## src/rtl/mvps_pkg.sv

```systemverilog
package mvps_pkg;

	localparam logic [31:0] CodePicture = 32'h0000_0100;
	localparam logic [31:0] CodeGop     = 32'h0000_01b8;
	localparam logic [31:0] CodeSeq     = 32'h0000_01b3;
	localparam logic [7:0]  FlagP       = 8'h22;
	localparam logic [7:0]  FlagB       = 8'h33;
	localparam logic [7:0]  FlagSeq     = 8'h40;
	localparam logic [7:0]  FlagClosed  = 8'h80;
	localparam logic [7:0]  FlagClamp   = 8'h04;
	localparam logic [2:0]  TypeMask    = 3'h7;
	localparam logic [7:0]  ClampValue  = 8'd127;
	localparam logic [39:0] BytesMax    = 40'hff_ffff_ffff;

	localparam logic [1:0] RegPicturesPerUnit = 2'd0;
	localparam logic [1:0] RegClipMode        = 2'd1;
	localparam logic [1:0] RegIndexEnabled    = 2'd2;

	localparam int QueueDepthDefault = 4;

	typedef enum logic [2:0] {
		PH_SCAN = 3'd0,
		PH_PIC1 = 3'd1,
		PH_PIC2 = 3'd2,
		PH_GOP1 = 3'd3,
		PH_GOP2 = 3'd4,
		PH_GOP3 = 3'd5,
		PH_GOP4 = 3'd6
	} phase_t;

	typedef struct packed {
		logic        result_kind;
		logic [31:0] picture_number;
		logic [7:0]  anchor_offset;
		logic [7:0]  index_flags;
		logic [32:0] reorder_position;
		logic [10:0] reorder_offset;
		logic [39:0] unit_bytes;
		logic        edit_point;
		logic        stream_ended;
		logic        last_result;
	} result_t;

	// classified event passed from front to back
	typedef struct packed {
		logic        pic_valid;
		logic [31:0] pic_number;
		logic [31:0] anchor;
		logic [7:0]  flags;
		logic [9:0]  gop_pos;
		logic [9:0]  temporal_ref;
		logic        end_valid;
		logic [31:0] end_number;
		logic [39:0] end_bytes;
		logic        end_edit;
		logic        end_stream;
	} event_t;

endpackage

```

## src/rtl/mvps_front.sv

```systemverilog
module mvps_front (
	input  logic        clk,
	input  logic        arst_n,
	input  logic        in_valid,
	output logic        in_ready,
	input  logic [7:0]  data_byte,
	input  logic        end_of_stream,
	input  logic        cfg_we,
	input  logic [1:0]  cfg_index,
	input  logic [7:0]  cfg_data,
	input  logic        q_full,
	output logic        ev_push,
	output mvps_pkg::event_t ev
);

	logic        clip_mode_q;
	logic        index_enabled_q;
	logic [7:0]  ppu_q;
	logic [31:0] window_q;
	mvps_pkg::phase_t phase_q;
	logic [7:0]  pic_hi_q;
	logic        pic_found_q;
	logic        seen_seq_q;
	logic        gop_closed_q;
	logic [9:0]  gop_pos_q;
	logic [31:0] anchor_q;
	logic [31:0] pic_count_q;
	logic [7:0]  left_q;
	logic [39:0] bytes_q;
	logic        edit_q;
	logic        done_q;

	logic        take;
	logic [7:0]  unit_size;
	logic [31:0] win_next;
	logic        is_code;
	logic        pic_fin;
	logic [15:0] hdr;
	logic [2:0]  ptype;
	logic [7:0]  flags;
	logic [31:0] anchor_new;
	logic        boundary;
	logic        unit_cut;
	logic [39:0] bytes_inc;

	assign in_ready  = !q_full;
	assign take      = in_valid && in_ready;
	assign unit_size = (ppu_q == 8'd0) ? 8'd1 : ppu_q;
	assign win_next  = {window_q[23:0], data_byte};
	assign is_code   = win_next == mvps_pkg::CodePicture || win_next == mvps_pkg::CodeGop
		|| win_next == mvps_pkg::CodeSeq;
	assign bytes_inc = (bytes_q == mvps_pkg::BytesMax) ? bytes_q : bytes_q + 40'd1;

	// picture header completion, normal or cut short by end of stream
	always_comb begin
		pic_fin = 1'b0;
		hdr     = 16'd0;
		if (!done_q) begin
			if (end_of_stream) begin
				pic_fin = phase_q == mvps_pkg::PH_PIC1 || phase_q == mvps_pkg::PH_PIC2;
				hdr     = (phase_q == mvps_pkg::PH_PIC2) ? {pic_hi_q, 8'd0} : 16'd0;
			end else if (phase_q == mvps_pkg::PH_PIC2) begin
				pic_fin = 1'b1;
				hdr     = {pic_hi_q, data_byte};
			end
		end
	end

	assign ptype = hdr[5:3] & mvps_pkg::TypeMask;

	// flags and anchor for the entry
	always_comb begin
		anchor_new = anchor_q;
		case (ptype)
			3'd2: flags = mvps_pkg::FlagP;
			3'd3: flags = mvps_pkg::FlagB;
			default: begin
				flags      = 8'd0;
				anchor_new = pic_count_q;
			end
		endcase
		if (seen_seq_q) begin
			flags = flags | mvps_pkg::FlagSeq;
			if (gop_closed_q)
				flags = flags | mvps_pkg::FlagClosed;
		end
	end

	assign boundary = !done_q && !end_of_stream && phase_q == mvps_pkg::PH_SCAN
		&& pic_found_q && is_code;
	assign unit_cut = boundary && !clip_mode_q && left_q <= 8'd1;

	// event to the back part
	always_comb begin
		ev              = '0;
		ev.pic_valid    = pic_fin && index_enabled_q;
		ev.pic_number   = pic_count_q;
		ev.anchor       = anchor_new;
		ev.flags        = flags;
		ev.gop_pos      = gop_pos_q;
		ev.temporal_ref = hdr[15:6];
		if (!done_q && end_of_stream) begin
			ev.end_valid  = 1'b1;
			ev.end_number = pic_count_q + 32'd1;
			ev.end_bytes  = bytes_q;
			ev.end_edit   = edit_q || (pic_fin && seen_seq_q && gop_closed_q);
			ev.end_stream = 1'b1;
		end else if (unit_cut) begin
			ev.end_valid  = 1'b1;
			ev.end_number = pic_count_q + 32'd1;
			ev.end_bytes  = (bytes_inc == mvps_pkg::BytesMax) ? bytes_inc : bytes_inc - 40'd4;
			ev.end_edit   = edit_q;
		end
	end
	assign ev_push = take && (ev.pic_valid || ev.end_valid);

	// configuration and stream state
	always_ff @(posedge clk or negedge arst_n) begin
		if (!arst_n) begin
			ppu_q <= 8'd1; clip_mode_q <= 1'b0; index_enabled_q <= 1'b0;
			window_q <= '1; phase_q <= mvps_pkg::PH_SCAN; pic_hi_q <= '0;
			pic_found_q <= 1'b0; seen_seq_q <= 1'b0; gop_closed_q <= 1'b0;
			gop_pos_q <= '0; anchor_q <= '0; pic_count_q <= '0; left_q <= 8'd1;
			bytes_q <= '0; edit_q <= 1'b0; done_q <= 1'b0;
		end else begin
			if (cfg_we) begin
				case (cfg_index)
					mvps_pkg::RegPicturesPerUnit: begin
						ppu_q  <= cfg_data;
						left_q <= (cfg_data == 8'd0) ? 8'd1 : cfg_data;
					end
					mvps_pkg::RegClipMode:     clip_mode_q <= cfg_data[0];
					mvps_pkg::RegIndexEnabled: index_enabled_q <= cfg_data[0];
					default: ;
				endcase
			end
			if (take && !done_q) begin
				if (pic_fin) begin
					if (seen_seq_q && gop_closed_q)
						edit_q <= 1'b1;
					if (index_enabled_q)
						anchor_q <= anchor_new;
					gop_pos_q <= gop_pos_q + 10'd1;
				end
				if (end_of_stream) begin
					phase_q     <= mvps_pkg::PH_SCAN;
					pic_count_q <= pic_count_q + 32'd1;
					left_q      <= unit_size;
					done_q      <= 1'b1;
				end else begin
					bytes_q <= bytes_inc;
					case (phase_q)
						mvps_pkg::PH_PIC1: begin
							pic_hi_q <= data_byte;
							phase_q  <= mvps_pkg::PH_PIC2;
						end
						mvps_pkg::PH_PIC2: begin
							phase_q  <= mvps_pkg::PH_SCAN;
							window_q <= '1;
						end
						mvps_pkg::PH_GOP1: phase_q <= mvps_pkg::PH_GOP2;
						mvps_pkg::PH_GOP2: phase_q <= mvps_pkg::PH_GOP3;
						mvps_pkg::PH_GOP3: phase_q <= mvps_pkg::PH_GOP4;
						mvps_pkg::PH_GOP4: begin
							gop_closed_q <= data_byte[6];
							phase_q      <= mvps_pkg::PH_SCAN;
							window_q     <= '1;
						end
						default: begin
							window_q <= win_next;
							phase_q  <= mvps_pkg::PH_SCAN;
							if (boundary) begin
								pic_count_q <= pic_count_q + 32'd1;
								if (!clip_mode_q) begin
									if (unit_cut) begin
										left_q  <= unit_size;
										bytes_q <= 40'd4;
									end else begin
										left_q <= left_q - 8'd1;
									end
								end
								pic_found_q <= 1'b0;
								edit_q      <= 1'b0;
								seen_seq_q  <= 1'b0;
							end
							if (!pic_found_q || boundary) begin
								if (win_next == mvps_pkg::CodePicture) begin
									pic_found_q <= 1'b1;
									phase_q     <= mvps_pkg::PH_PIC1;
								end else if (win_next == mvps_pkg::CodeGop) begin
									gop_pos_q <= '0;
									phase_q   <= mvps_pkg::PH_GOP1;
								end else if (win_next == mvps_pkg::CodeSeq) begin
									seen_seq_q <= 1'b1;
								end
							end
						end
					endcase
				end
			end
		end
	end

endmodule

```

## config.mk

```make
export PLATFORM = sky130hd
export DESIGN_NAME = mvps_front
export DESIGN_NICKNAME = d
export VERILOG_FILES = /design/src/rtl/mvps_pkg.sv /design/src/rtl/mvps_front.sv
export SDC_FILE = /design/constraint.sdc
export NUM_CORES = 1
export LEC_CHECK = 0
export BUFFER_PORTS_ARGS = -buffer_cell sky130_fd_sc_hd__buf_2
export CORE_ASPECT_RATIO = 0.6
export CORE_UTILIZATION = 40
export DETAILED_ROUTE_END_ITERATION = 8
export PLACE_DENSITY_LB_ADDON = 0.2
export SLEW_MARGIN = 20
export SYNTH_ARGS = -nofsm -noshare
export SYNTH_HDL_FRONTEND = slang
export SYNTH_SLANG_ARGS = --single-unit
```

## constraint.sdc

```tcl
create_clock -name clk -period 4.8 [get_ports clk]
set_input_delay 0.24 -clock clk [delete_from_list [all_inputs] [get_ports clk]]
set_output_delay 0.24 -clock clk [all_outputs]
set_load 0.03 [all_outputs]
```

Yosys cells after proc, flatten, opt, wreduce, memory -nomap -nowiden

Index checks and enable logic that the tools add are counted.

Flip-flop bits (word level): 172
Input bits: 24
Output and inout port bits: 170
Logic and storage cells: 144

Add/subtract/negate cells: 5
Magnitude comparators: 1
Equality and inequality tests: 16
Mux-type cells: 58
Bitwise gates (word level): 3
Reductions and logical operators: 45

Operators by type and width:

| kind                                                                              | number |
|---|---|
| 40-bit 2-to-1 mux                                                                 | 6 |
| 74-bit 2-to-1 mux                                                                 | 2 |
| 32-bit 2-to-1 mux                                                                 | 4 |
| 32-bit by 9-bit == test with 1-bit output (second input constant)                 | 3 |
| 8-bit 2-to-1 mux                                                                  | 12 |
| 40-bit == test (second input constant)                                            | 2 |
| 16-bit 2-to-1 mux                                                                 | 4 |
| 10-bit 2-to-1 mux                                                                 | 6 |
| 24-bit case mux with 2 select lines                                               | 1 |
| 40-bit by 1-bit adder with 40-bit output (second input constant)                  | 1 |
| 40-bit by 3-bit subtractor with 40-bit output (second input constant)             | 1 |
| 32-bit by 1-bit adder with 32-bit output (second input constant)                  | 1 |
| 3-bit AND reduction                                                               | 6 |
| 1-bit 2-to-1 mux                                                                  | 17 |
| 8-bit logical NOT                                                                 | 2 |
| 3-bit case mux with 5 select lines                                                | 1 |
| 1-bit logical AND                                                                 | 14 |
| 3-bit by 2-bit == test with 1-bit output (second input constant)                  | 4 |
| 6-bit case mux with 2 select lines                                                | 1 |
| 10-bit by 1-bit adder with 10-bit output (second input constant)                  | 1 |
| 2-bit AND reduction                                                               | 5 |
| 3-bit == test (second input constant)                                             | 3 |
| 8-bit by 1-bit less-or-equal comparator with 1-bit output (second input constant) | 1 |
| 8-bit by 1-bit subtractor with 8-bit output (second input constant)               | 1 |
| 15 further kinds                                                                  | 29 |

Depth between registers and ports, before layout

Word-level depth: 13
Gate-level depth with buffers: 18
Mapped depth without buffers: 15

Least setup slack after synthesis

No wires, ideal clock.

Kind: reg2out
Start: register bytes_q[22]
End: output port ev[4] in the netlist's numbering
Arrival: 4,507 ps
Required time: 4,560 ps
Setup slack: 53 ps
Cell stages (with the launch flop): 19
Path buffers: 4
Path through: dfrtp_1 buf_4 nand4_2 or4_1 buf_2 or4_4 buf_6 buf_2 nand4_1 xor2_1 inv_1 ha_1 nand2_1 or4_1 nor4_1 nand4_1 nor4_2 xnor2_1 o21ai_0

RTL lines:

| what                   | line              | source |
|---|---|---|
| start, declared        | mvps_front.sv:29  | `logic [39:0] bytes_q;` |
| start signal, assigned | mvps_front.sv:151 | `bytes_q <= bytes_inc;` |
| end, declared          | mvps_front.sv:13  | `output mvps_pkg::event_t ev` |

==> results.py <==
metrics = {
    "timing": {
        "fmax_ghz": 0.214,
        "tightest_slew_ns": 1.04,
        "final_hold_viol_count": 0,
        "min_period_ns": 4.68,
        "fin_skew_ns": 0.0143,
        "slew_headroom_pct": 30.7,
        "fin_ws_ns": 0.117,
        "drv_slew": 0,
        "finalSetupViolCount": 0,
        "fin_crit_sh_pct": 97.6,
    },
    "power_and_ir_drop": {
        "pwr-share-clk_pct": 29.1,
        "power_mw": 5.02,
        "p_int_mw": 3.12,
        "p_seq_share_pct": 41.2,
        "power-per-cell-area_nw_per_um2": 367,
        "switching_power_mw": 1.90,
        "cellLeakagePower_nw": 6.02,
        "power_frac_comb_pct": 29.6,
        "sw_frac_of_total_pct": 37.9,
        "ir_worst_vdd_uv": 257,
    },
    "finish": {
        "drive_gt1_share_pct": 29.4,
        "post-route-util_pct": 49.1,
        "fillers": 2700,
        "area_growth_syn_to_layout_pct": 19.3,
        "final_cells": 1856,
        "antenna_cells": 0,
        "finalNetCount": 1507,
    },
    "drt": {
        "post-route-drc-count": 9,
        "drt-initial-drc-count": 1064,
        "ant_nets": 0,
        "vias": 10600,
        "wl_um": 36900,
        "vias_per_cell": 5.72,
        "routedWlPerCell_um": 19.9,
        "dr.pass1.iters": 7,
    },
    "status": {
        "failed_checks": "DRC",
        "status": "finished, violations left",
    },
    "setup_path": {
        "path_max_fanout": 8,
        "crit_path_end_kind": "output port",
        "arrival_ns": 4.44,
        "cp-start-kind": "register",
        "critPathKind": "reg2out",
        "critPathRequiredTime_ns": 4.56,
    },
    "placed_design": {
        "dp_hpwl_um": 27100,
        "port_buffers": 191,
        "gp_congestion": 1.01,
        "place_inst": 1811,
        "pre_cts_slack_ns": 0.206,
    },
    "die": {
        "initial_core_util_pct": 41.2,
        "dieArea_um2": 29400,
        "die_h_um": 133,
        "ioPinCount": 194,
        "fp-row-count": 47,
        "core_area_um2": 27900,
        "die_x_um": 221,
    },
    "clocking": {
        "cts_tree": "yes",
        "cts.clk_slew.worst_paths_ns": 0.07,
        "cts_buffers": 17,
        "insertion_delay_ns": 0.45,
        "clock-sinks": 172,
        "htree_levels": 4,
        "clockBufferDepth": 2,
        "cts_root_buf": "clkbuf_16",
    },
    "logic_synthesis": {
        "synth.most_common_cell": "nand2_1",
        "synth_ff_type": "dfrtp_1",
        "yosys_warnings": 0,
        "yosysTopAreaCellShare_pct": 31.8,
        "syn_area_um2": 11500,
        "synthArstFlopShare_pct": 100,
        "yosysUniqueCellTypes": 75,
        "yosysTopAreaCell": "dfrtp_1",
        "synth-edff-count": 0,
        "ys_seq_area_share_pct": 37.8,
        "ys_top_cells_by_count": "172 x nand2_1, 146 x dfrtp_1, 117 x nor2_1",
        "synth_cells": 1303,
        "synth.avg_cell_area_um2": 8.81,
        "synth_seq_cells": 172,
        "synth.area.top_cells": "dfrtp_1 32%, mux2_2 8.0%, xnor2_1 6.3%",
    },
    "min_path": {
        "hold_class": "in2reg",
    },
    "global_routing": {
        "grt_pass1_vias": 9686,
        "grtUsageTotal_pct": 25.2,
        "gr-total-overflow": 0,
        "antenna_found_initial": 1,
        "grt_max_degree": 99,
        "grt_pass1_wl_um": 57300,
    },
    "run": {
        "maxCapViolations": 0,
    },
}
[sequential cells by signal, indices dropped and copies added (netlist names), 8 cells and up]
| signal | cells |
|---|---|
| ppu_q | 8 |
| pic_hi_q | 8 |
| window_q | 24 |
| anchor_q | 32 |
| bytes_q | 40 |
| left_q | 8 |
| pic_count_q | 32 |
| gop_pos_q | 10 |
[metal layers]
metal  part of all wire, %  up-vias  wire length, µm  global-route usage, %
li1                      -     4990                -                      -
met1                    52     5170            19200                   41.6
met2                    37      423            13800                   30.5
met3                   8.9       42             3280                   7.26
met4                   1.8        0              655                   6.43
met5                     0        -                0                      0
[worst max-delay path, stage by stage (launching register included)]
cell and delay, ns:
dfrtp_1 0.49, and4_1 0.32, nand3_1 0.24, or4_4 0.58, nand4_1 0.16, xor2_2 0.11, inv_1 0.08, ha_1 0.14
nand2_1 0.09, or4_1 0.53, nor4_2 0.17, nand4_1 0.21, nor4_2 0.19, buf_4 0.17, mux2i_1 0.21, a22o_1 0.17
buf_6 0.14
[power by group through the flow]
stage / Combinational [mW] / Sequential [mW] / Clock [mW]
2_1_floorplan: 1.01 / 1.95 / 0
3_3_place_gp: 1.34 / 2.07 / 0
3_5_place_dp: 1.35 / 2.08 / 0
4_1_cts: 1.39 / 2.05 / 1.50
5_1_grt: 1.62 / 2.10 / 1.56
6_report: 1.49 / 2.07 / 1.46
[metrics by stage]
stage	hold slack [ns]	instance area [µm²]	TNS, ns
after floorplan	-0.0556	11500	0
after global placement	0.438	12900	0
after detailed placement	0.439	12900	0
after CTS	0.0526	13600	0
after global routing	0.0692	13700	-0.0126
final	0.0760	13700	0
[repair_timing]
item                                    CTS  global route
gates resized for setup                  10            18
endpoints found under the hold margin    59             0
pin swaps                                 2             3
endpoints found under the setup margin   16            20
hold buffers                              1             0
setup buffers                             5             7
[cells by family after synthesis]
family,share of synthesized area [%]
XOR/XNOR,10.5
AO/OA/AOI/OAI,12.9
other,0.0327
buffers and inverters,4.38
multiplexers,9.18
AND/OR/NAND/NOR,24.5
flip-flops,37.8
adder cells (fa/ha/maj),0.763
[cell type report]
cell class	count	area, µm²	share of cell area [%]
clock inverters	12	149	1.09
well taps	367	459	3.35
clock buffers	20	457	3.34
inverters	25	93.8	0.685
flip-flops and latches	172	4350	31.7
multi-input cells	1010	6770	49.5
repair buffers	250	1420	10.3
[placed cells by master, fill, tap and decap left out, drive strengths merged, types with 4 or more instances in the layout]
| cell | n |
|---|---|
| nand4 | 33 |
| a21oi | 18 |
| or3 | 9 |
| xor2 | 55 |
| nand2 | 172 |
| nand3 | 51 |
| nand2b | 6 |
| o22a | 27 |
| dfstp | 26 |
| and2 | 22 |
| a22o | 6 |
| a31oi | 10 |
| nand3b | 4 |
| xnor2 | 82 |
| and3 | 25 |
| mux2 | 82 |
| o21ai | 64 |
| inv | 31 |
| and4 | 15 |
| nor3 | 43 |
| o22ai | 5 |
| a211oi | 8 |
| mux2i | 13 |
| ha | 7 |
| a32o | 4 |
| or2 | 10 |
| buf | 249 |
| dfrtp | 146 |
| o221ai | 10 |
| o31ai | 33 |
| clkbuf | 20 |
| or4 | 10 |
| nor4 | 24 |
| nor2 | 117 |
[path summary, 6_finish.rpt]
check                           cells after the start               to  slack [ns]            from
worst max-delay path                               16            ev[5]        0.12     bytes_q[37]
worst min-delay path                                2      window_q[2]        0.08    data_byte[2]
worst max register to register                     10  pic_count_q[30]        1.31  pic_count_q[0]
worst min register to register                      1      pic_hi_q[2]        0.50     pic_hi_q[2]
max in group asynchronous                           3      window_q[8]        3.21          arst_n
min in group asynchronous                           2      bytes_q[31]        0.48          arst_n
No activity file was read; power rests on OpenSTA's default activity.
