**src/rtl/mvps_pkg.sv**
```systemverilog
package mvps_pkg;

	localparam logic [31:0] CodePicture = 32'h0000_0100;
	localparam logic [31:0] CodeGop     = 32'h0000_01b8;
	localparam logic [31:0] CodeSeq     = 32'h0000_01b3;
	localparam logic [7:0]  FlagP       = 8'h22;
	localparam logic [7:0]  FlagB       = 8'h33;
	localparam logic [7:0]  FlagSeq     = 8'h40;
	localparam logic [7:0]  FlagClosed  = 8'h80;
	localparam logic [7:0]  FlagClamp   = 8'h04;
	localparam logic [2:0]  TypeMask    = 3'h7;
	localparam logic [7:0]  ClampValue  = 8'd127;
	localparam logic [39:0] BytesMax    = 40'hff_ffff_ffff;

	localparam logic [1:0] RegPicturesPerUnit = 2'd0;
	localparam logic [1:0] RegClipMode        = 2'd1;
	localparam logic [1:0] RegIndexEnabled    = 2'd2;

	localparam int QueueDepthDefault = 4;

	typedef enum logic [2:0] {
		PH_SCAN = 3'd0,
		PH_PIC1 = 3'd1,
		PH_PIC2 = 3'd2,
		PH_GOP1 = 3'd3,
		PH_GOP2 = 3'd4,
		PH_GOP3 = 3'd5,
		PH_GOP4 = 3'd6
	} phase_t;

	typedef struct packed {
		logic        result_kind;
		logic [31:0] picture_number;
		logic [7:0]  anchor_offset;
		logic [7:0]  index_flags;
		logic [32:0] reorder_position;
		logic [10:0] reorder_offset;
		logic [39:0] unit_bytes;
		logic        edit_point;
		logic        stream_ended;
		logic        last_result;
	} result_t;

	// classified event passed from front to back
	typedef struct packed {
		logic        pic_valid;
		logic [31:0] pic_number;
		logic [31:0] anchor;
		logic [7:0]  flags;
		logic [9:0]  gop_pos;
		logic [9:0]  temporal_ref;
		logic        end_valid;
		logic [31:0] end_number;
		logic [39:0] end_bytes;
		logic        end_edit;
		logic        end_stream;
	} event_t;

endpackage

```
**src/rtl/mvps_back.sv**
```systemverilog
module mvps_back (
	input  logic             clk,
	input  logic             arst_n,
	input  logic             q_empty,
	input  mvps_pkg::event_t q_data,
	output logic             q_pop,
	output logic             out_valid,
	input  logic             out_ready,
	output mvps_pkg::result_t out_data
);

	logic             half_q;
	logic             take_out;
	logic [31:0]      diff;
	logic             in_range;
	logic [10:0]      roff;
	mvps_pkg::result_t pic_r;
	mvps_pkg::result_t end_r;
	mvps_pkg::result_t next_r;
	logic             last_of_ev;

	assign take_out = !out_valid || out_ready;

	// entry fields
	always_comb begin
		diff     = q_data.anchor - q_data.pic_number;
		in_range = (diff[31:7] == '0) || (diff[31:7] == '1);
		roff     = {1'b0, q_data.gop_pos} - {1'b0, q_data.temporal_ref};
		pic_r                  = '0;
		pic_r.picture_number   = q_data.pic_number;
		pic_r.anchor_offset    = in_range ? diff[7:0] : mvps_pkg::ClampValue;
		pic_r.index_flags      = q_data.flags | (in_range ? 8'd0 : mvps_pkg::FlagClamp);
		pic_r.reorder_offset   = roff;
		pic_r.reorder_position = {1'b0, q_data.pic_number} - {{22{roff[10]}}, roff};
		pic_r.last_result      = !q_data.end_valid;
		end_r                  = '0;
		end_r.result_kind      = 1'b1;
		end_r.picture_number   = q_data.end_number;
		end_r.unit_bytes       = q_data.end_bytes;
		end_r.edit_point       = q_data.end_edit;
		end_r.stream_ended     = q_data.end_stream;
		end_r.last_result      = 1'b1;
		if (q_data.pic_valid && !half_q) begin
			next_r     = pic_r;
			last_of_ev = !q_data.end_valid;
		end else begin
			next_r     = end_r;
			last_of_ev = 1'b1;
		end
	end

	assign q_pop = !q_empty && take_out && last_of_ev;

	// output register and split of two-result events
	always_ff @(posedge clk or negedge arst_n) begin
		if (!arst_n) begin
			out_valid <= 1'b0;
			half_q    <= 1'b0;
		end else if (take_out) begin
			out_valid <= !q_empty;
			if (!q_empty)
				half_q <= !last_of_ev;
		end
	end

	always_ff @(posedge clk) begin
		if (take_out && !q_empty)
			out_data <= next_r;
	end

	a_half_needs_end: assert property (@(posedge clk) disable iff (!arst_n)
		half_q |-> q_data.end_valid) else $error("split without unit end");
	a_half_holds: assert property (@(posedge clk) disable iff (!arst_n)
		half_q |-> !q_empty) else $error("split event lost");
	a_end_last: assert property (@(posedge clk) disable iff (!arst_n)
		out_valid && out_data.result_kind |-> out_data.last_result)
		else $error("unit end not last");

endmodule

```
**config.mk**
```make
export PLATFORM = sky130hd
export DESIGN_NAME = mvps_back
export DESIGN_NICKNAME = d
export VERILOG_FILES = /design/src/rtl/mvps_pkg.sv /design/src/rtl/mvps_back.sv
export SDC_FILE = /design/constraint.sdc
export NUM_CORES = 1
export LEC_CHECK = 0
export BUFFER_PORTS_ARGS = -buffer_cell sky130_fd_sc_hd__buf_2
export CORE_MARGIN = 2
export CORE_UTILIZATION = 30
export DETAILED_ROUTE_END_ITERATION = 6
export GPL_ROUTABILITY_DRIVEN = 0
export SLEW_MARGIN = 20
export SYNTH_ARGS = -nofsm -noshare
export SYNTH_HDL_FRONTEND = slang
export SYNTH_SLANG_ARGS = --single-unit
```
**constraint.sdc**
```tcl
create_clock -name clk -period 27.1 [get_ports clk]
set_input_delay 2.71 -clock clk [delete_from_list [all_inputs] [get_ports clk]]
set_output_delay 2.71 -clock clk [all_outputs]
set_load 0.01 [all_outputs]
```
**Yosys cells after proc, flatten, opt, wreduce, memory -nomap -nowiden**

Index checks and enable logic that the tools add are counted.

- Add/subtract/negate cells: 3
- Multipliers: 0
- Divide/modulo/power cells: 0
- Order comparisons: 0
- Eq/ne operators: 1
- Shift-type cells: 0
- Mux-type cells: 4
- Bitwise gates (word level): 2
- Reduce and logical (&&, ||, !) cells: 13

Operators with widths:

| kind | count |
|---|---|
| $mux W136 | 1 |
| $sub A32 B33 Y33 | 1 |
| $sub A32 B32 Y32 | 1 |
| $eq A25 B25 Y1 const B | 1 |
| $logic_not A25 Y1 | 1 |
| $sub A10 B10 Y11 | 1 |
| $mux W8 | 1 |
| $or A8 B3 Y8 | 1 |
| $logic_not A1 Y1 | 5 |
| $reduce_and A2 Y1 | 2 |
| $logic_and A1 B1 Y1 | 3 |
| $mux W3 | 1 |
| $logic_or A1 B1 Y1 | 2 |
| $mux W1 | 1 |
| $not A1 Y1 | 1 |

- Flip-flop bits (word level): 138
- Bits in latches: 0
- Memory bits (writable): 0
- Memory bits (read-only): 0
- Output and inout port bits: 138
- Memories: 0

**Logic depth before layout (Yosys ltp)**

Gate-level depths: netlist (run 1).

- Depth after elaboration: 6
- Mapped depth: 23
- Mapped depth without buffers: 23

**Least setup slack after synthesis (run 1)**

Ideal clock, no wire load.

- Kind: input to output
- From: in out_ready
- To: out q_pop
- Arrival time: 10.121 ns
- Setup slack: 14.269 ns
- Stages on the path: 3
- Buffers on the path: 0
- Path through: inv_1 -> a21oi_1 -> and2_1

- Cells in the longest elaborated chain, start to end: 3

RTL lines:

| item | line | text |
|---|---|---|
| start, declared | mvps_back.sv:8 | `input logic out_ready,` |
| $logic_or A1 B1 Y1 | mvps_back.sv:22 | `assign take_out = !out_valid \|\| out_ready;` |
| $logic_and A1 B1 Y1 (2 in series) | mvps_back.sv:52 | `assign q_pop = !q_empty && take_out && last_of_ev;` |
| end, declared | mvps_back.sv:6 | `output logic q_pop,` |

Every way passes these cells.

**Worst setup path after layout (run 1)**

- From: in q_data[85] (netlist name)
- To: reg out_data[78] (netlist name), data pin

- Cells in the longest elaborated chain, start to end: 2

RTL lines:

| item | line | text |
|---|---|---|
| start, declared | mvps_back.sv:5 | `input mvps_pkg::event_t q_data,` |
| $sub A10 B10 Y11 | mvps_back.sv:28 | `roff = {1'b0, q_data.gop_pos} - {1'b0, q_data.temporal_ref};` |
| $sub A32 B33 Y33 | mvps_back.sv:34 | `pic_r.reorder_position = {1'b0, q_data.pic_number} - {{22{roff[10]}}, roff};` |
| end signal, assigned | mvps_back.sv:68 | `out_data <= next_r;` |
| end, declared | mvps_back.sv:9 | `output mvps_pkg::result_t out_data` |

Every way passes these cells.
A chain may end at the register's enable or synchronous reset.

==> run_results.csv, run 1 <==
group,metric,value,unit
synth,syn_avg_cell_area,9.805,µm²
floorplanning,die_y,180.9,µm
routing,avgViaCountPerCell,4.980,
routing,vias,8301,
clock_network,h-tree-depth,4,
clock_network,cts_hold_buf,0,
floorplanning,fp.dieW,180.9,µm
critical_path,cp_max_fo,24,
cells_and_area,area_growth,26.39,%
critical_path,crit_required,27.26,ns
global_routing,globalRouteOverflowTotal,0,
routing,drt_iter0_markers,494,
cells_and_area,regArea,4134,µm²
synth,synth_flop_cell,"edfxtp_1",
clock_network,clock_latency,0.43,ns
routing,drtAntennaViolNets,0,
run,drv_cap,0,
floorplanning,fp.coreArea,30750,µm²
cells_and_area,mostFrequentLayoutCell,"buf_2",
placed_design,hpwl,22680,µm
global_routing,grt_pass1_wl,43860,µm
critical_path,worst-path-buf-inv,3,
synth,netlist_area,9393,µm²
synth,yosysWarnings,0,
timing,fmax,0.1310,GHz
critical_path,end_kind,"register",
clock_network,ctsLongestPathBuffers,2,
timing,worst_slew_pin_slew,0.9851,ns
floorplanning,start_util,0.3055,
timing,timing.slew.headroom,0.3432,
timing,worst_slack,19.46,ns
global_routing,grt_max_degree,83,
routing,drc,0,
power,ir_worst_vdd,0.04090,mV
cells_and_area,final_nets,1499,
routing,wire_per_inst,17.27,µm
placed_design,dp_slack,19.00,ns
synth,synthCells,958,
synth,synth_cell_types,75,
critical_path,worst-setup-path-type,"primary input to register",
timing,finalHoldViolCount,0,
critical_path,cp_cell_sequence,"buf_2, inv_1, ha_1, inv_1, fa_1, a21o_1, a21oi_1, o21ai_0, a21oi_1, o21ai_0, a21oi_1, o21ai_0, a21o_1, ha_1, and3_1, nand2_1, o21ai_0, a22oi_1, o31ai_1, a21o_1, a21oi_1, o211a_1, or3_1",
floorplanning,rows,64,
clock_network,cts_root_buf,"clkbuf_16",
critical_path,arrival,7.80,ns
critical_path,cp-start-kind,"primary input",
synth,synth_seq_cells,138,
worst_hold_path,holdCritPathClass,"register to register",
timing,hold_ws,0.5889,ns
global_routing,grt_pass1_vias,8051,
timing,rsz0062_at_grt,"no",
critical_path,critPathTopFamily,"compound AO/OA/AOI/OAI gates",
power,p_per_area,58.62,nW/µm²
synth,ys_seq_area_frac,0.4401,
cells_and_area,layout_common_cells,"buf_2, edfxtp_1, nand2_1",
placed_design,port_buffers,309,
floorplanning,die_area,32740,µm²
placed_design,dp.cells,1628,
cells_and_area,layout-drive-gt1-share,0.2935,
routing,dr.pass1.iters,5,
cells_and_area,multi_input_comb_area,4811,µm²
global_routing,grt_usage,0.1707,
timing,min_period_over_period,0.2818,
synth,postSynth.asyncResetShare,0.01449,
timing,fin_setup_tns,0,ns
timing,skew,0.009920,ns
clock_network,cts.sinks,138,
clock_network,cts_resized,0,
global_routing,antenna_found_initial,7,
timing,period_minus_slack,7.636,ns
timing,setup_violations,0,
cells_and_area,n_fill_cell,3119,
synth,synthesis.nets,1206,
cells_and_area,stdcell_count,1667,
critical_path,cpMaxStageDelayCell,"a21o_1",
power,p_leak,5.321,nW
clock_network,clkTransAtPathRegs,0.06,ns
routing,drt-total-wl,28780,µm
status,status,"finished clean",
synth,synth_edf_count,136,
clock_network,post_cts_buffers,0,
timing,slew_violations,0,
critical_path,cpPeakStageDelay,0.50,ns
clock_network,cts-buffers-inserted,17,
floorplanning,io_pins,310,
clock_network,cts_tree,"built",
[final cells by class]
type	count	share of cell area
multi-input combinational	708	0.4052
sequential	138	0.3482
timing repair buffer	313	0.1328
tap	396	0.04174
clock buffer	19	0.03731
inverter	73	0.02319
clock inverter	13	0.01001
antenna	7	0.001476
[worst paths after layout]
path	cells after the start	slack (ns)	endpoint	start
setup / recovery	23	19.46	out_data[78]	q_data[85]
hold / removal	2	0.59	half_q	half_q
setup reg to reg	6	24.23	out_data[117]	half_q
hold reg to reg	2	0.59	half_q	half_q
max in group asynchronous	1	24.91	half_q	arst_n
min in group asynchronous	1	2.08	out_valid	arst_n
[worst min-delay path, stage by stage (launching register included)]
cell     delay, ns
dfrtp_1       0.41
inv_1         0.06
o21ai_0       0.08
[layer usage]
layer  part of all wire  track usage  wire length, µm  vias to the layer above
li1                   -            -                -                     4107
met1               0.43       0.2081            12510                     3935
met2               0.50       0.2988            14400                      223
met3              0.043      0.02963             1240                       36
met4              0.022      0.06862              626                        0
met5                  0            0                0                        -
[synthesized netlist by cell type (5+ instances only)]
cell | count | share of area
and3_1 | 6 | 0.0040
o21ai_0 | 67 | 0.036
a2111oi_0 | 5 | 0.0047
buf_2 | 13 | 0.0069
or3_1 | 6 | 0.0040
and2_1 | 10 | 0.0067
a31oi_1 | 8 | 0.0053
nor3_1 | 21 | 0.011
o211ai_1 | 5 | 0.0040
nand3_1 | 25 | 0.013
clkbuf_1 | 18 | 0.0072
o21a_1 | 10 | 0.0080
xor2_1 | 15 | 0.014
o31ai_1 | 6 | 0.0048
nand4_1 | 9 | 0.0060
nor3b_1 | 5 | 0.0040
xnor2_1 | 28 | 0.026
ha_1 | 73 | 0.097
nor2b_1 | 48 | 0.032
o21bai_1 | 7 | 0.0056
edfxtp_1 | 136 | 0.43
nor2_1 | 64 | 0.026
mux2i_1 | 6 | 0.0064
a21oi_1 | 69 | 0.037
a211oi_1 | 15 | 0.012
inv_1 | 72 | 0.029
nand2_1 | 86 | 0.034
nand2b_1 | 9 | 0.0060
a21o_1 | 34 | 0.027
[per-stage QoR]
step	power [mW]	cell area [µm²]	util
final	0.6959	11870	0.3861
after global routing	0.7337	11870	0.3861
after detailed placement	0.4755	11290	0.3672
after CTS	0.7032	11850	0.3855
after floorplan	0.4131	9393	-
after global placement	0.4728	11290	0.3672
[registers in the layout, indices dropped and copies added, names as in the netlist]
name,count
half_q,1
out_data,136
out_valid,1
[cells by family (layout without fill, tap and decap cells)]
family | count (synthesis) | count (layout) | synth area share
mux | 7 | 7 | 0.007593
buf+inv | 112 | 418 | 0.04969
simple gates | 312 | 312 | 0.1690
compound gates | 270 | 270 | 0.1898
flops | 138 | 138 | 0.4401
fa+ha+maj | 76 | 76 | 0.1036
other cells | 0 | 7 | 0
xor+xnor | 43 | 43 | 0.04010
[power by group]
group	switching (mW)	total, mW	internal [mW]
sequential	0.00431	0.263	0.259
clock	0.0955	0.225	0.129
combinational	0.124	0.208	0.0838
total	0.224	0.696	0.472
No activity file was read; power rests on OpenSTA's default activity.
==> run 2, diff against run 1 <==
--- a/config.mk
+++ b/config.mk
@@ -5,6 +5,7 @@
 export SDC_FILE = /design/constraint.sdc
 export NUM_CORES = 1
 export LEC_CHECK = 0
+export ABC_AREA = 1
 export BUFFER_PORTS_ARGS = -buffer_cell sky130_fd_sc_hd__buf_2
 export CORE_MARGIN = 2
 export CORE_UTILIZATION = 30
==> constraint.sdc (replaced) <==
create_clock -name clk -period 7.6 [get_ports clk]
set_input_delay 0.76 -clock clk [delete_from_list [all_inputs] [get_ports clk]]
set_output_delay 0.76 -clock clk [all_outputs]
set_load 0.01 [all_outputs]
==> run 2 against run 1 <==
  * Clock-buffer cell count decreased by 2
  * First-iteration DRC count increased by 51%
  * Die area increased by 9.8%
  * Sequential cell count unchanged
  * Largest power group unchanged
==> run_results.csv, run 2 <==
group,metric,value,unit
power,p_int,1.658,mW
power,power,2.593,mW
synth,synth_top_family_by_area,"simple AND/OR/NAND/NOR gates",
synth,postSynth.asyncResetShare,0.01449,
global_routing,grt_pass1_vias,9817,
timing,fin_setup_tns,0,ns
placed_design,dpl-instance-area,12420,µm²
critical_path,end_kind,"register",
routing,drt-total-wl,35170,µm
synth,yosysTopAreaCellShare,0.3953,
clock_network,h-tree-depth,4,
synth,synth_top_area_cell,"edfxtp_1",
routing,wire_per_inst,16.04,µm
global_routing,grt_usage,0.1947,
clock_network,ctsLongestPathBuffers,2,
synth,yosysMostFrequentCell,"nand2_1",
power,clock_power_share,0.325,
synth,yosysWarnings,0,
routing,dr.pass1.iters,6,
clock_network,cts-buffers-inserted,17,
timing,rsz0062_at_grt,"no",
routing,drtAntennaViolNets,0,
critical_path,cp_max_fo,23,
power,switching_share,0.3605,
placed_design,dp_slack,2.178,ns
critical_path,cp-start-kind,"primary input",
floorplanning,die_y,189.6,µm
routing,drc,0,
floorplanning,io_pins,310,
timing,worst_slack,2.522,ns
worst_hold_path,holdCritPathClass,"primary input to asynchronous set/reset pin",
power,p_seq_frac,0.360,
synth,synthTopCellsByArea,"edfxtp_1, nand2_1, inv_1",
placed_design,port_buffers,309,
timing,period_minus_slack,5.078,ns
timing,finalHoldViolCount,0,
global_routing,grt_max_degree,138,
power,p_per_area,199.3,nW/µm²
timing,min_period_over_period,0.6681,
synth,ys_seq_area_frac,0.4001,
synth,synthSimpleGateAreaFrac,0.2721,
synth,synth_seq_cells,138,
synth,synth-xor-area-share,0.01441,
synth,netlist_area,10330,µm²
floorplanning,fp.coreArea,33700,µm²
timing,worst_slew_pin_slew,1.015,ns
timing,slew_violations,0,
synth,yosys-top-cells-count,"nand2_1, inv_1, nor2_1",
timing,timing.slew.headroom,0.3233,
clock_network,post_cts_buffers,0,
clock_network,cts.sinks,138,
timing,setup_violations,0,
cells_and_area,largest_reg_flops,136,
cells_and_area,utilization,0.3861,
floorplanning,rows,67,
cells_and_area,stdcell_area,13010,µm²
run,drv_cap,0,
clock_network,cts_hold_buf,0,
floorplanning,fp.dieW,189.6,µm
power,p_leak,6.792,nW
power,ir_worst_vdd,0.1582,mV
global_routing,antenna_found_initial,3,
synth,synth_cell_types,40,
synth,synth_fa_ha_area_frac,0.09422,
cells_and_area,area_growth,25.95,%
synth,synthesis.nets,1663,
critical_path,worst-setup-path-type,"primary input to register",
cells_and_area,final_nets,1976,
power,pwr-share-comb,0.315,
global_routing,globalRouteOverflowTotal,0,
cells_and_area,mostFrequentLayoutCell,"nand2_1",
routing,drt_iter0_markers,746,
clock_network,cts_tree,"built",
critical_path,crit_required,7.79,ns
timing,skew,0.008919,ns
placed_design,hpwl,28720,µm
timing,fmax,0.1969,GHz
global_routing,grt_pass1_wl,53270,µm
clock_network,cts_root_buf,"clkbuf_16",
synth,syn_avg_cell_area,7.301,µm²
critical_path,arrival,5.27,ns
floorplanning,start_util,0.3066,
synth,synth_edf_count,136,
routing,avgViaCountPerCell,4.680,
status,status,"finished clean",
cells_and_area,layout_common_cells,"nand2_1, buf_2, inv_1",
synth,synthCells,1415,
synth,synth-compound-area-share,0.1144,
routing,vias,10260,
cells_and_area,top_regs,"out_data x136, half_q x1, out_valid x1",
floorplanning,die_area,35940,µm²
synth,synth_flop_cell,"edfxtp_1",
clock_network,cts_resized,0,
clock_network,clock_latency,0.46,ns
clock_network,clkTransAtPathRegs,0.07,ns
power,power_switching,0.9348,mW
cells_and_area,n_fill_cell,3582,
synth,synthMuxAreaShare,0,
cells_and_area,regMostFlops,"out_data",
cells_and_area,layout-drive-gt1-share,0.2131,
## run 2: cell types whose count changed after synthesis, sizes merged, moves of 10 or more
cell    delta
nand2    +307
inv      +198
nor2     +109
nand3     +52
nor2b     -48
a21oi     +34
a21o      -29
buf       -20
a211oi    -17
xnor2     -16
nor3      -11
xor2      -10
## run 2: kinds of logic after synthesis
kind of cell	after synthesis
XOR/XNOR	17
AO/OA/AOI/OAI	216
adder cells (fa/ha/maj)	76
flip-flops	138
AND/OR/NAND/NOR	680
buffers and inverters	288
## run 2: area by class of cell
| type | instances | area (µm²) | area share |
|---|---|---|---|
| Sequential cell | 138 | 4134 | 0.3177 |
| Inverter | 270 | 1013 | 0.07788 |
| Multi-Input combinational cell | 989 | 5135 | 0.3946 |
| Antenna cell | 3 | 7.507 | 0.0005769 |
| Timing Repair Buffer | 312 | 1582 | 0.1215 |
| Clock buffer | 17 | 425.4 | 0.03269 |
| Tap cell | 448 | 560.5 | 0.04308 |
| Clock inverter | 15 | 155.1 | 0.01192 |
## run 2: through the flow
step                cells  hold WS [ns]
floorplan            1415        0.4644
CTS                  2189       0.05252
global placement     2157        0.5008
finish               2192       0.08284
detailed placement   2157        0.5193
global route         2190       0.06176
## run 2: final timing paths
check                      slack [ns]      endpoint  startpoint  cells past startpoint
max in group asynchronous        7.42     out_valid      arst_n                      1
min in group clk                 0.51     out_valid     q_empty                      2
min reg2reg                      0.52        half_q      half_q                      2
min                              0.08        half_q      arst_n                      1
max reg2reg                      5.32  out_data[70]      half_q                      7
max                              2.52  out_data[82]  q_data[85]                     23
## run 2: critical path, stage by stage
cell and delay (ns):
buf_2 0.12, inv_1 0.05, ha_1 0.13, inv_1 0.06
fa_1 0.40, nand3_1 0.11, nand2_1 0.06, nand2_1 0.08
nand2_1 0.06, a21oi_1 0.18, o21ai_0 0.15, a21o_1 0.18
a21oi_1 0.48, inv_1 0.60, ha_1 0.53, a21oi_1 0.20
inv_1 0.06, a21oi_1 0.27, o21ai_0 0.16, a221oi_1 0.26
nand2_1 0.12, o21ai_0 0.18, a21oi_1 0.06
## run 2: power groups by stage
stage	logic (mW)	clock network [mW]	registers (mW)
after global placement	0.802	0	0.949
after global routing	0.923	0.892	0.939
final	0.817	0.842	0.933
after CTS	0.817	0.864	0.935
after detailed placement	0.813	0	0.950
after floorplan	0.498	0	0.985
## run 2: metal layers
layer | track usage | vias up | wire length (µm)
li1 | - | 5195 | -
met1 | 0.2553 | 4572 | 15790
met2 | 0.3119 | 436 | 15460
met3 | 0.04815 | 51 | 2911
met4 | 0.07007 | 4 | 976
met5 | 0 | - | 23
